### src/rtl/core/irpdt_pkg.sv
package irpdt_pkg;

    localparam int FRAME_BITS = 32;
    localparam int BITS_W     = $clog2(FRAME_BITS + 1);
    localparam int TICK_W     = 16;
    localparam int CODE_W     = 32;
    localparam int CFG_IDX_W  = 3;

    typedef enum logic [2:0] {
        PH_IDLE      = 3'd0,
        PH_HDR_MARK  = 3'd1,
        PH_HDR_SPACE = 3'd2,
        PH_BIT_MARK  = 3'd3,
        PH_BIT_SPACE = 3'd4,
        PH_TRAIL     = 3'd5
    } t_phase;

    typedef enum logic {
        OP_TICK = 1'b0,
        OP_SEND = 1'b1
    } t_opcode;

    typedef enum logic [CFG_IDX_W-1:0] {
        REG_HDR_MARK   = 3'd0,
        REG_HDR_SPACE  = 3'd1,
        REG_ONE_MARK   = 3'd2,
        REG_ONE_SPACE  = 3'd3,
        REG_ZERO_MARK  = 3'd4,
        REG_ZERO_SPACE = 3'd5,
        REG_TRAIL_MARK = 3'd6
    } t_reg_idx;

    localparam logic [TICK_W-1:0] RST_HDR_MARK   = 16'd9039;
    localparam logic [TICK_W-1:0] RST_HDR_SPACE  = 16'd4406;
    localparam logic [TICK_W-1:0] RST_ONE_MARK   = 16'd639;
    localparam logic [TICK_W-1:0] RST_ONE_SPACE  = 16'd1601;
    localparam logic [TICK_W-1:0] RST_ZERO_MARK  = 16'd639;
    localparam logic [TICK_W-1:0] RST_ZERO_SPACE = 16'd486;
    localparam logic [TICK_W-1:0] RST_TRAIL_MARK = 16'd641;

    typedef struct packed {
        logic [TICK_W-1:0] hdr_mark;
        logic [TICK_W-1:0] hdr_space;
        logic [TICK_W-1:0] bit1_mark;
        logic [TICK_W-1:0] bit1_space;
        logic [TICK_W-1:0] bit0_mark;
        logic [TICK_W-1:0] bit0_space;
        logic [TICK_W-1:0] trail_mark;
    } t_cfg;

    typedef struct packed {
        logic line_level;
        logic busy_res;
        logic send_rejected;
        logic frame_done;
    } t_result;

endpackage

### src/rtl/core/ir_pulse_distance_transmitter_core.sv
// Baseband pulse-distance IR frame transmitter. A send transaction (opcode 1) starts a frame
// of header mark, header space, one mark/space pair per code bit (LSB first) and a trailing
// mark; a tick transaction (opcode 0) advances it by one microsecond. Every input transaction
// gives exactly one result transaction with the line level and status after it. One input
// transaction is taken per clock unless input stall is high; its result is registered. A
// two-entry output stage (result register plus skid register) keeps input stall registered,
// so input stall rises only when two results are waiting. Duration registers take one write
// per cycle (ready is always high) and should be written only while no frame is in progress.
module ir_pulse_distance_transmitter_core (
    input  logic                             i_clk,
    input  logic                             i_rst_n,
    input  logic                             i_in_valid,
    output logic                             o_in_stall,
    input  logic                             i_opcode,
    input  logic [irpdt_pkg::CODE_W-1:0]     i_code_word,
    output logic                             o_out_valid,
    input  logic                             i_out_stall,
    output logic                             o_line_level,
    output logic                             o_busy_res,
    output logic                             o_send_rejected,
    output logic                             o_frame_done,
    input  logic                             i_cfg_valid,
    output logic                             o_cfg_ready,
    input  logic [irpdt_pkg::CFG_IDX_W-1:0]  i_cfg_index,
    input  logic [irpdt_pkg::TICK_W-1:0]     i_cfg_data
);
    import irpdt_pkg::*;

    t_cfg     cfg;
    t_result  res;
    logic     accept;
    logic     out_take;

    logic     r_out_valid;
    t_result  r_out;
    logic     r_skid_valid;
    t_result  r_skid;

    assign o_cfg_ready = 1'b1;
    assign o_in_stall  = r_skid_valid;
    assign accept      = i_in_valid && !r_skid_valid;
    assign out_take    = r_out_valid && !i_out_stall;

    irpdt_cfg_regs u_cfg_regs (
        .i_clk      (i_clk),
        .i_rst_n    (i_rst_n),
        .i_wr_en    (i_cfg_valid && o_cfg_ready),
        .i_wr_index (i_cfg_index),
        .i_wr_data  (i_cfg_data),
        .o_cfg      (cfg)
    );

    irpdt_frame_seq u_frame_seq (
        .i_clk       (i_clk),
        .i_rst_n     (i_rst_n),
        .i_accept    (accept),
        .i_opcode    (i_opcode),
        .i_code_word (i_code_word),
        .i_cfg       (cfg),
        .o_result    (res)
    );

    always_ff @(posedge i_clk) begin
        if (!i_rst_n) begin
            r_out_valid  <= 1'b0;
            r_skid_valid <= 1'b0;
        end else begin
            if (r_skid_valid) begin
                if (out_take) begin
                    r_skid_valid <= 1'b0;
                end
            end else if (accept) begin
                if (r_out_valid && !out_take) begin
                    r_skid_valid <= 1'b1;
                end else begin
                    r_out_valid <= 1'b1;
                end
            end else if (out_take) begin
                r_out_valid <= 1'b0;
            end
        end
    end

    always_ff @(posedge i_clk) begin
        if (r_skid_valid) begin
            if (out_take) begin
                r_out <= r_skid;
            end
        end else if (accept) begin
            if (r_out_valid && !out_take) begin
                r_skid <= res;
            end else begin
                r_out <= res;
            end
        end
    end

    assign o_out_valid     = r_out_valid;
    assign o_line_level    = r_out.line_level;
    assign o_busy_res      = r_out.busy_res;
    assign o_send_rejected = r_out.send_rejected;
    assign o_frame_done    = r_out.frame_done;

endmodule

### src/rtl/core/irpdt_cfg_regs.sv
module irpdt_cfg_regs (
    input  logic                             i_clk,
    input  logic                             i_rst_n,
    input  logic                             i_wr_en,
    input  logic [irpdt_pkg::CFG_IDX_W-1:0]  i_wr_index,
    input  logic [irpdt_pkg::TICK_W-1:0]     i_wr_data,
    output irpdt_pkg::t_cfg                  o_cfg
);
    import irpdt_pkg::*;

    t_cfg r_cfg;

    always_ff @(posedge i_clk) begin
        if (!i_rst_n) begin
            r_cfg.hdr_mark   <= RST_HDR_MARK;
            r_cfg.hdr_space  <= RST_HDR_SPACE;
            r_cfg.bit1_mark  <= RST_ONE_MARK;
            r_cfg.bit1_space <= RST_ONE_SPACE;
            r_cfg.bit0_mark  <= RST_ZERO_MARK;
            r_cfg.bit0_space <= RST_ZERO_SPACE;
            r_cfg.trail_mark <= RST_TRAIL_MARK;
        end else if (i_wr_en) begin
            case (i_wr_index)
                REG_HDR_MARK:   r_cfg.hdr_mark   <= i_wr_data;
                REG_HDR_SPACE:  r_cfg.hdr_space  <= i_wr_data;
                REG_ONE_MARK:   r_cfg.bit1_mark  <= i_wr_data;
                REG_ONE_SPACE:  r_cfg.bit1_space <= i_wr_data;
                REG_ZERO_MARK:  r_cfg.bit0_mark  <= i_wr_data;
                REG_ZERO_SPACE: r_cfg.bit0_space <= i_wr_data;
                REG_TRAIL_MARK: r_cfg.trail_mark <= i_wr_data;
                default: begin
                end
            endcase
        end
    end

    assign o_cfg = r_cfg;

endmodule

### src/rtl/core/irpdt_frame_seq.sv
module irpdt_frame_seq (
    input  logic                          i_clk,
    input  logic                          i_rst_n,
    input  logic                          i_accept,
    input  logic                          i_opcode,
    input  logic [irpdt_pkg::CODE_W-1:0]  i_code_word,
    input  irpdt_pkg::t_cfg               i_cfg,
    output irpdt_pkg::t_result            o_result
);
    import irpdt_pkg::*;

    t_phase              r_phase, n_phase;
    logic [TICK_W-1:0]   r_ticks_left, n_ticks_left;
    logic [CODE_W-1:0]   r_payload_shift, n_payload_shift;
    logic [BITS_W-1:0]   r_bits_left, n_bits_left;
    logic                r_level, n_level;

    logic                is_send;
    logic                is_tick;
    logic                seg_end;
    logic                cur_one;
    logic                nxt_one;
    logic [BITS_W-1:0]   bits_dec;

    assign is_send  = i_accept && (i_opcode == OP_SEND);
    assign is_tick  = i_accept && (i_opcode == OP_TICK);
    assign seg_end  = (r_phase != PH_IDLE) && (r_ticks_left <= TICK_W'(1));
    assign cur_one  = r_payload_shift[0];
    assign nxt_one  = r_payload_shift[1];
    assign bits_dec = r_bits_left - BITS_W'(1);

    always_ff @(posedge i_clk) begin
        if (!i_rst_n) begin
            r_phase         <= PH_IDLE;
            r_ticks_left    <= '0;
            r_payload_shift <= '0;
            r_bits_left     <= '0;
            r_level         <= 1'b0;
        end else begin
            r_phase         <= n_phase;
            r_ticks_left    <= n_ticks_left;
            r_payload_shift <= n_payload_shift;
            r_bits_left     <= n_bits_left;
            r_level         <= n_level;
        end
    end

    always_comb begin
        n_phase         = r_phase;
        n_ticks_left    = r_ticks_left;
        n_payload_shift = r_payload_shift;
        n_bits_left     = r_bits_left;
        n_level         = r_level;
        if (is_send) begin
            if (r_phase == PH_IDLE) begin
                n_payload_shift = i_code_word;
                n_bits_left     = BITS_W'(FRAME_BITS);
                n_phase         = PH_HDR_MARK;
                n_ticks_left    = i_cfg.hdr_mark;
                n_level         = 1'b1;
            end
        end else if (is_tick && (r_phase != PH_IDLE)) begin
            if (!seg_end) begin
                n_ticks_left = r_ticks_left - TICK_W'(1);
            end else begin
                case (r_phase)
                    PH_HDR_MARK: begin
                        n_phase      = PH_HDR_SPACE;
                        n_ticks_left = i_cfg.hdr_space;
                        n_level      = 1'b0;
                    end
                    PH_HDR_SPACE: begin
                        n_phase      = PH_BIT_MARK;
                        n_ticks_left = cur_one ? i_cfg.bit1_mark : i_cfg.bit0_mark;
                        n_level      = 1'b1;
                    end
                    PH_BIT_MARK: begin
                        n_phase      = PH_BIT_SPACE;
                        n_ticks_left = cur_one ? i_cfg.bit1_space : i_cfg.bit0_space;
                        n_level      = 1'b0;
                    end
                    PH_BIT_SPACE: begin
                        n_payload_shift = r_payload_shift >> 1;
                        n_bits_left     = bits_dec;
                        n_level         = 1'b1;
                        if (bits_dec == '0) begin
                            n_phase      = PH_TRAIL;
                            n_ticks_left = i_cfg.trail_mark;
                        end else begin
                            n_phase      = PH_BIT_MARK;
                            n_ticks_left = nxt_one ? i_cfg.bit1_mark : i_cfg.bit0_mark;
                        end
                    end
                    default: begin
                        n_phase      = PH_IDLE;
                        n_ticks_left = '0;
                        n_level      = 1'b0;
                    end
                endcase
            end
        end
    end

    always_comb begin
        o_result.line_level    = n_level;
        o_result.busy_res      = (n_phase != PH_IDLE);
        o_result.send_rejected = is_send && (r_phase != PH_IDLE);
        o_result.frame_done    = is_tick && seg_end
                                 && !(r_phase inside {PH_HDR_MARK, PH_HDR_SPACE,
                                                      PH_BIT_MARK, PH_BIT_SPACE});
    end

endmodule
### config.mk
export PLATFORM = sky130hd
export DESIGN_NAME = ir_pulse_distance_transmitter_core
export DESIGN_NICKNAME = d
export VERILOG_FILES = /design/src/rtl/core/irpdt_pkg.sv /design/src/rtl/core/ir_pulse_distance_transmitter_core.sv /design/src/rtl/core/irpdt_cfg_regs.sv /design/src/rtl/core/irpdt_frame_seq.sv
export SDC_FILE = /design/constraint.sdc
export NUM_CORES = 1
export LEC_CHECK = 0
export ABC_AREA = 1
export BUFFER_PORTS_ARGS = -buffer_cell sky130_fd_sc_hd__buf_2
export CORE_ASPECT_RATIO = 0.7
export CORE_MARGIN = 3
export CORE_UTILIZATION = 55
export CTS_CLUSTER_DIAMETER = 50
export CTS_CLUSTER_SIZE = 12
export DETAILED_ROUTE_END_ITERATION = 8
export PLACE_DENSITY = 0.74
export RECOVER_POWER = 50
export SYNTH_ARGS = -nofsm -noshare
export SYNTH_HDL_FRONTEND = slang
export SYNTH_SLANG_ARGS = --single-unit
### constraint.sdc
create_clock -name i_clk -period 3.9 [get_ports i_clk]
set_input_delay 0.39 -clock i_clk [delete_from_list [all_inputs] [get_ports i_clk]]
set_output_delay 0.39 -clock i_clk [all_outputs]
set_load 0.02 [all_outputs]
==> results by stage, run 1 <==
Cells and area:
- The area of the multi-input gates is 0.004297 mm2.
- Registers take 0.003684 mm2.
- The repair_antennas step left the layout with diodes totalling 0.
- The share of post-route cells with drive strength above 1 is 8.504%.
- Fill cells in the final layout number 1378.
- The synthesis-to-layout area growth is 10.72%.
- The final net count is 1365.
- Summing all non-filler instances in the final layout gives an area of 0.009592 mm2.

Yosys:
- During synthesis, Yosys emitted a total of 0 warnings.
- For this run, asynchronously set or reset flops after synthesis account for 0%.
- Synthesis handed over a netlist of 1283 instances.
- Counting instances in the post-synthesis netlist gives the leading cell types as 349 x sky130_fd_sc_hd__nand2_1, 172 x sky130_fd_sc_hd__dfxtp_1, 160 x sky130_fd_sc_hd__nor2_1, 130 x sky130_fd_sc_hd__o21ai_0, 95 x sky130_fd_sc_hd__inv_1.
- For this run, the leading register cell type out of synthesis is sky130_fd_sc_hd__dfxtp_1.
- The average instance in the mapped netlist occupies 6.752 um2.
- After synthesis, the cell types taking the most area are sky130_fd_sc_hd__dfxtp_1 40%, sky130_fd_sc_hd__nand2_1 15%, sky130_fd_sc_hd__o21ai_0 7.5%, sky130_fd_sc_hd__nor2_1 6.9%, sky130_fd_sc_hd__a21oi_1 4.5%.
- The most numerous cell in the Yosys netlist is sky130_fd_sc_hd__nand2_1.
- The share of synthesized area in the top cell type comes to 39.75%.
- The synthesized area is 0.008663 mm2.
- The most area-hungry cell type in the Yosys netlist is sky130_fd_sc_hd__dfxtp_1.
- The number of synthesized flops with an enable pin is 8.
- After synthesis the netlist holds a flip-flop and latch count of 180.
- The number of different library cells used by synthesis comes to 33.
- Counting every net in the synthesized netlist gives 1344.
- The share of the Yosys chip area taken by registers is 42.52%.

Placement:
- In this run the tool buffered the top-level ports with 62 buffer cells.
- The worst-case setup slack after placement is 1.175 ns.
- The cell area after placement is 0.009032 mm2.
- Routability-driven placement finished with a final weighted congestion of 0.9542.
- The detailed placer's ending HPWL is 15.72 mm.

Global route:
- The global-route wire length before repair is 37.94 mm.
- Global routing consumed, over all layers together, 26.37% of the routing resources.
- The number of global-route vias before repair was 7558.
- Global routing finished with a remaining overflow of 0.
- Entering global routing, the biggest net connects 67 pins.
- The number of antenna violations at the first check in global routing came to 0.

Run status:
- The run finished, with violations left.
- The checks that failed: capacitance limit, slew limit.

Clock tree:
- In this run, post-CTS repair resized a total of 0 instances.
- The clock tree from TritonCTS is done.
- In this run, CTS created clock tree buffers numbering 17.
- CTS built an H-tree with a depth of 4.
- The cts-stage hold buffer count is 0.
- The number of clock sinks is 180.
- The clock network latency to the later pin of the worst-skew pair is 0.43 ns.
- After clock tree synthesis, the clock-pin slew on the worst setup and hold paths is 0.07 ns.
- In this run the clock root is driven by a sky130_fd_sc_hd__clkbuf_16.
- The number of buffers inserted to repair setup after CTS is 0.
- The clock passes through at most 2 buffers.

Critical path:
- Traced cell by cell, the critical path runs through clkbuf_2 > clkbuf_1 > o21ai_0 > a21oi_1.
- The data required time of the worst path is 4.23 ns.
- The kind of launch point of the worst setup path is an input port.
- The cell with the largest stage delay on the worst path is sky130_fd_sc_hd__clkbuf_1.
- STA classifies the critical path endpoint as a flop.
- The arrival time of data at the critical path endpoint is 3.45 ns.
- The critical path start-end classification is in2reg.
- In this run the register-to-register setup slack is 1.00 ns.
- The delay of the slowest cell on the worst path is 1.79 ns.
- In this run the worst path has a maximum fanout of 64.

STA:
- The minimum setup slack in the final design is 0.7807 ns.
- The worst setup skew after layout is 0.01107 ns.
- Setup repair after global routing left no endpoint under its margin.
- The number of hold violations in the final report is 0.
- The worst-case hold slack is 0.2304 ns.
- Setup violations remaining at the end of the flow were counted as 0.
- The total count of max-transition violations in the final report is 112.
- In the finished design, the share of the clock period the worst path needs comes to 79.98%.
- The shortest period the worst path allows is 3.119 ns.
- The slew at the pin closest to its max-slew limit is 2.425 ns.
- For this run, the top clock speed supported by timing is 320.6 MHz.
- Summed over all failing endpoints, the final setup total negative slack is 0 ns.
- The worst pin sits at a relative slew slack of -61.67%.

Routing:
- The routed wire length is 23.05 mm.
- After detailed routing, the number of vias per cell comes to 5.616.
- In this run, the number of DRC markers left after iteration 0 of detailed routing was 773.
- The number of vias in the routed layout is 8492.
- The number of detailed-route iterations in the first pass is 8.
- Dividing the detail-routed wire length by the instance count gives 15.25 um.
- After detailed routing, the number of remaining DRC violations is 0.
- The count of nets left with antenna violations once routing finished came out at 0.

Floorplanning:
- The die outline width is 156.0 um.
- The starting utilization of the core area is 57.58%.
- The total I/O pin count is 64.
- The floorplan step defined a core boundary enclosing 0.01505 mm2.
- The die extent in y is 111.0 um.
- After floorplanning, the core was divided into 37 placement rows.
- The die footprint is 0.01732 mm2.

Min path:
- The worst hold-check path type is in2reg.

Pwr:
- IR analysis of the VDD net gives a maximum drop of 0.0002826 V.
- The leakage power is 4.240 nW.
- The power density normalized to cell area is 449.0 mW/mm2.
- The sum of internal, switching and leakage power is 4.307 mW.

Flow run:
- Across the run, the number of max-cap violations was 2.
[path summary, 6_finish.rpt]
path,startpoint,endpoint,depth (start not counted)
max reg2reg,u_frame_seq.r_bits_left[0],u_frame_seq.r_ticks_left[0],14
min reg2reg,u_cfg_regs.o_cfg[101],u_cfg_regs.o_cfg[101],2
min,i_code_word[25],u_frame_seq.r_payload_shift[25],3
max,i_rst_n,u_frame_seq.r_ticks_left[0],4
[power by group]
group	total, mW	internal (mW)	switching [mW]
logic	0.570	0.186	0.385
clock network	1.74	0.977	0.762
registers	2.00	1.94	0.0561
[area by class of cell]
cell class	instances	share of cell area (%)
repair buffers	78	4.161
well taps	195	2.544
flip-flops and latches	180	38.40
inverters	100	3.913
clock buffers	20	4.657
multi-input cells	927	44.80
clock inverters	12	1.526
[per-layer routing]
metal / track usage (%) / vias up / part of all wire, %
met5: 0 / - / 0
met4: 6.941 / 0 / 1.0
met3: 3.902 / 31 / 7.3
met2: 38.76 / 322 / 43
met1: 40.17 / 3887 / 49
li1: - / 4252 / -
[flip-flops by register name (all words and copies together), names as in the netlist, 3 cells and up]
register and flops:
u_frame_seq.r_payload_shift 32, u_frame_seq.r_phase 3, r_skid 4, u_frame_seq.r_bits_left 6
u_frame_seq.r_ticks_left 16, u_cfg_regs.o_cfg 112
[cells by family (layout without fill, tap and decap cells)]
family | count (synthesis) | in the layout | share of synthesized area (%)
AO/OA/AOI/OAI | 297 | 297 | 18.82
XOR/XNOR | 10 | 10 | 1.011
adder cells (fa/ha/maj) | 4 | 4 | 0.5777
buffers and inverters | 176 | 210 | 8.015
flip-flops | 180 | 180 | 42.52
other | 1 | 1 | 0.04329
AND/OR/NAND/NOR | 615 | 615 | 29.02
[cells in the final DEF (no fill, tap or decap), types with 2 or more instances in the layout]
master                      count
sky130_fd_sc_hd__a211oi_1      16
sky130_fd_sc_hd__a21oi_1       78
sky130_fd_sc_hd__a31oi_1       32
sky130_fd_sc_hd__buf_2         54
sky130_fd_sc_hd__buf_4         10
sky130_fd_sc_hd__bufinv_16      2
sky130_fd_sc_hd__clkbuf_1      15
sky130_fd_sc_hd__clkbuf_16     17
sky130_fd_sc_hd__clkinv_4       5
sky130_fd_sc_hd__dfxtp_1      172
sky130_fd_sc_hd__edfxtp_1       8
sky130_fd_sc_hd__ha_1           4
sky130_fd_sc_hd__inv_1         95
sky130_fd_sc_hd__inv_2          4
sky130_fd_sc_hd__inv_6          3
sky130_fd_sc_hd__nand2_1      349
sky130_fd_sc_hd__nand2_2        2
sky130_fd_sc_hd__nand3_1       66
sky130_fd_sc_hd__nand4_1       19
sky130_fd_sc_hd__nor2_1       160
sky130_fd_sc_hd__nor2_2         6
sky130_fd_sc_hd__nor3_1         8
sky130_fd_sc_hd__nor3_4         2
sky130_fd_sc_hd__o211ai_1      23
sky130_fd_sc_hd__o21a_1         2
sky130_fd_sc_hd__o21ai_0      130
sky130_fd_sc_hd__o21ai_1       15
sky130_fd_sc_hd__xor2_1         9
[critical path, delay by kind of cell]
family | cells | cell delay (ns)
compound gates | 2 | 0.55
buf+inv | 2 | 2.49
[metrics by stage]
stage / cells / utilization [%]
2_1_floorplan: 1283 / -
3_3_place_gp: 1480 / 60.03
3_5_place_dp: 1480 / 60.03
4_1_cts: 1512 / 63.98
5_1_grt: 1512 / 63.75
6_report: 1512 / 63.75
Power figures use the tool's default switching activity.
==> inputs of run 2 (changes only) <==
--- a/config.mk
+++ b/config.mk
@@ -13,7 +13,7 @@
 export CTS_CLUSTER_DIAMETER = 50
 export CTS_CLUSTER_SIZE = 12
 export DETAILED_ROUTE_END_ITERATION = 8
-export PLACE_DENSITY = 0.74
+export PLACE_DENSITY = 0.77
 export RECOVER_POWER = 50
 export SYNTH_ARGS = -nofsm -noshare
 export SYNTH_HDL_FRONTEND = slang
==> constraint.sdc (replaced) <==
create_clock -name i_clk -period 2.62 [get_ports i_clk]
set_input_delay 0.262 -clock i_clk [delete_from_list [all_inputs] [get_ports i_clk]]
set_output_delay 0.262 -clock i_clk [all_outputs]
set_load 0.02 [all_outputs]
==> run 2 against run 1 <==
Effect of this change: wire length down 1.8%; largest power group unchanged; critical path depth up 7; core utilization up 1.3 points; global-route usage about the same; clock power up 61%; die area unchanged; the run still ends with capacitance limit, slew limit left; cell count up 0.66%.
==> results by stage, run 2 (same netlist as run 1, synthesis figures left out) <==
Global route:
- The met3 global-route usage is 5.306% (was 3.902%).
- The overflow left after global routing is 0 (unchanged).
- The number of global-route vias before repair is 7632 (was 7558).
- The largest net degree at the start of global routing is 73 (was 67).
- The global-route wire length before repair is 37.72 mm (was 37.94 mm).
- The number of antenna violations at the first check in global routing is 0 (unchanged).
- The global-route layer with the greatest usage is met1 (unchanged).
- The global-route met2 utilization came to 38.04% (was 38.76%).
- The met1 layer usage reported by global route came to 40.07% (was 40.17%).
- The overall routing resource usage is 26.37% (about the same).

Cells and area:
- Commonest cells after routing, fill and taps aside: 349 x sky130_fd_sc_hd__nand2_1, 172 x sky130_fd_sc_hd__dfxtp_1, 160 x sky130_fd_sc_hd__nor2_1 (unchanged).
- The storage element area is 0.003684 mm2 (unchanged).
- The final net count is 1375 (was 1365).
- The number of non-filler instances in the completed layout is 1522 (was 1512).
- The number of inserted diodes is 0 (unchanged).
- The commonest non-fill, non-tap cell in the layout is sky130_fd_sc_hd__nand2_1 (unchanged).
- The share of post-route cells with drive strength above 1 is 10.25% (was 8.504%).
- The synthesis-to-layout area growth was 12.93% (was 10.72%).
- The total non-filler cell area in the finished layout is 0.009783 mm2 (was 0.009592 mm2).
- The flip-flop count of the largest register after layout was 112 (unchanged).
- The fill cell instance count of the final layout was 1307 (was 1378).
- The area of the multi-input gates was 0.004297 mm2 (unchanged).

Clock tree:
- The cell at the root of the clock tree is sky130_fd_sc_hd__clkbuf_16 (unchanged).
- The largest buffer count on any clock path is 2 (unchanged).
- The clock tree from TritonCTS is done (unchanged).
- The clock input transition at the sequential cells of the worst setup and hold paths was 0.07 ns (about the same).
- The number of clock sinks is 180 (unchanged).
- The post-cts gate resize count is 0 (unchanged).
- The H-tree depth reported by CTS is 4 (unchanged).
- The number of buffers created by CTS is 17 (unchanged).
- The number of buffers inserted to repair setup after CTS is 0 (unchanged).
- The clock network latency to the later pin of the worst-skew pair is 0.43 ns (about the same).
- The cts-stage hold buffer count is 0 (unchanged).

STA:
- The sum of negative setup slack is 0 ns (unchanged).
- For the finished layout, the period the worst path requires is 2.219 ns.
- The remaining max-slew budget at the tightest pin is -22.42% (was -61.67%).
- Dividing the final minimum period by the clock period gives 84.69%.
- The maximum clock rate is 450.7 MHz.
- The total count of max-transition violations in the final report is 50 (was 112).
- The total setup violations reported at the end of the flow came to 0 (unchanged).
- Unrepaired setup endpoints after global routing: false (unchanged).
- The slew at the pin closest to its max-slew limit came to 1.836 ns (was 2.425 ns).
- The number of hold violations in the final report is 0 (unchanged).
- The worst setup skew after layout is 0.008911 ns (was 0.01107 ns).

Routing:
- The via density per instance is 5.552 (was 5.616).
- The number of routed nets with antenna violations is 0 (unchanged).
- The routed wire length is 22.63 mm (was 23.05 mm).
- The number of DRC markers after the initial detailed-route iteration is 828 (was 773).
- The final routed DRC violation total was 0 (unchanged).
- The number of detailed-route iterations in the first pass is 5 (was 8).
- The post-detailed-route wirelength per cell is 14.87 um (was 15.25 um).
- The number of vias in the routed layout is 8450 (was 8492).

Critical path:
- The cell with the largest stage delay on the worst path was sky130_fd_sc_hd__dfxtp_1 (was sky130_fd_sc_hd__clkbuf_1).
- List of cells traversed by the critical path: inv_1 > ha_1 > nand2_2 > nand2_1 > nand4_4 > nor3_4 > nor2_2 > inv_2 > buf_12 > o21ai_0 > a31oi_1 (was clkbuf_2 > clkbuf_1 > o21ai_0 > a21oi_1).
- The maximum net fanout on the critical path is 26 (was 64).
- The data required time of the worst path came to 2.94 ns (was 4.23 ns).
- The delay of the slowest cell on the worst path is 0.44 ns (was 1.79 ns).
- The critical path start-end classification is reg2reg (was in2reg).
- The arrival time of data at the critical path endpoint is 2.54 ns (was 3.45 ns).
- The cell family contributing the most delay on the critical path is simple AND/OR/NAND/NOR gates (was buffers and inverters).
- The count of buffering cells on the critical path with inverters included is 3 (was 2).
- The kind of end point of the critical path was a flop (unchanged).
- The kind of launch point of the worst setup path is a flop (was input port).

Floorplanning:
- The die extent in y is 111.0 um (unchanged).
- The total I/O pin count is 64 (unchanged).
- The core region area came to 0.01505 mm2 (unchanged).
- The die outline width came to 156.0 um (unchanged).
- The die footprint is 0.01732 mm2 (unchanged).
- The row count is 37 (unchanged).
- The starting utilization of the core area is 57.58% (unchanged).

Pwr:
- The leakage power is 4.361 nW (was 4.240 nW).
- The worst IR drop on VDD is 0.0004457 V (was 0.0002826 V).
- The power density normalized to cell area is 679.3 mW/mm2 (was 449.0 mW/mm2).

Min path:
- The worst hold-check path type is in2reg (unchanged).

Run status:
- Failing checks: capacitance limit, slew limit (unchanged).
- Status: finished with violations (unchanged).

Placement:
- The cell area after placement is 0.009145 mm2 (was 0.009032 mm2).
- The routability congestion estimate was 0.9173 (was 0.9542).
- The count of buffers from port buffering was 62 (unchanged).
- The detailed placer's ending HPWL is 15.43 mm (was 15.72 mm).
- The total placed cells including tap cells is 1490 (was 1480).

Flow run:
- The number of maximum-capacitance violations is 1 (was 2).
==> run 2: metrics by stage <==
| stage | hold slack [ns] | setup slack, ns | power, mW | util [%] |
|---|---|---|---|---|
| after floorplan | 0.3881 | 0.7483 | 3.620 | - |
| after global placement | 0.4387 | 0.5449 | 3.865 | 60.78 |
| after detailed placement | 0.4425 | 0.4391 | 3.877 | 60.78 |
| after CTS | 0.08100 | 0.3827 | 6.667 | 65.15 |
| after global routing | 0.09336 | 0.1484 | 6.942 | 65.02 |
| final | 0.08992 | 0.4010 | 6.646 | 65.02 |
==> run 2: where the power goes <==
part	internal [mW]	switching [mW]	leakage, nW	total, mW
combinational	0.290	0.570	2.56	0.860
clock	1.69	1.12	0.316	2.81
sequential	2.89	0.0836	1.48	2.97
==> run 2: per-layer routing <==
layer / up-vias / share of wire [%] / routed length [um]
li1: 4272 / - / -
met1: 3883 / 50 / 11360
met2: 279 / 42 / 9573
met3: 16 / 6.8 / 1533
met4: 0 / 0.75 / 169
met5: - / 0 / 0
==> run 2: worst reg2reg max path, stage by stage (launching register included) <==
cell and delay [ns]:
sky130_fd_sc_hd__dfxtp_1 0.44, sky130_fd_sc_hd__inv_1 0.09, sky130_fd_sc_hd__ha_1 0.25, sky130_fd_sc_hd__nand2_2 0.14, sky130_fd_sc_hd__nand2_1 0.12, sky130_fd_sc_hd__nand4_4 0.14, sky130_fd_sc_hd__nor3_4 0.05, sky130_fd_sc_hd__nor2_2 0.22
sky130_fd_sc_hd__inv_2 0.21, sky130_fd_sc_hd__buf_12 0.21, sky130_fd_sc_hd__o21ai_0 0.17, sky130_fd_sc_hd__a31oi_1 0.06
==> run 2: layout make-up <==
| class | instances | share of cell area (%) |
|---|---|---|
| Clock buffer | 19 | 4.745 |
| Multi-Input combinational cell | 927 | 43.92 |
| Clock inverter | 13 | 1.970 |
| Sequential cell | 180 | 37.65 |
| Tap cell | 195 | 2.494 |
| Timing Repair Buffer | 88 | 5.384 |
| Inverter | 100 | 3.837 |
==> run 2: final timing paths <==
kind	from	end	depth (start not counted)	slack, ns
worst max-delay path	u_frame_seq.r_ticks_left[0]	u_frame_seq.r_payload_shift[1]	11	0.40
worst min register to register	u_cfg_regs.o_cfg[24]	u_cfg_regs.o_cfg[24]	2	0.46
worst max register to register	u_frame_seq.r_ticks_left[0]	u_frame_seq.r_payload_shift[1]	11	0.40
worst min-delay path	i_code_word[12]	u_frame_seq.r_payload_shift[12]	3	0.09
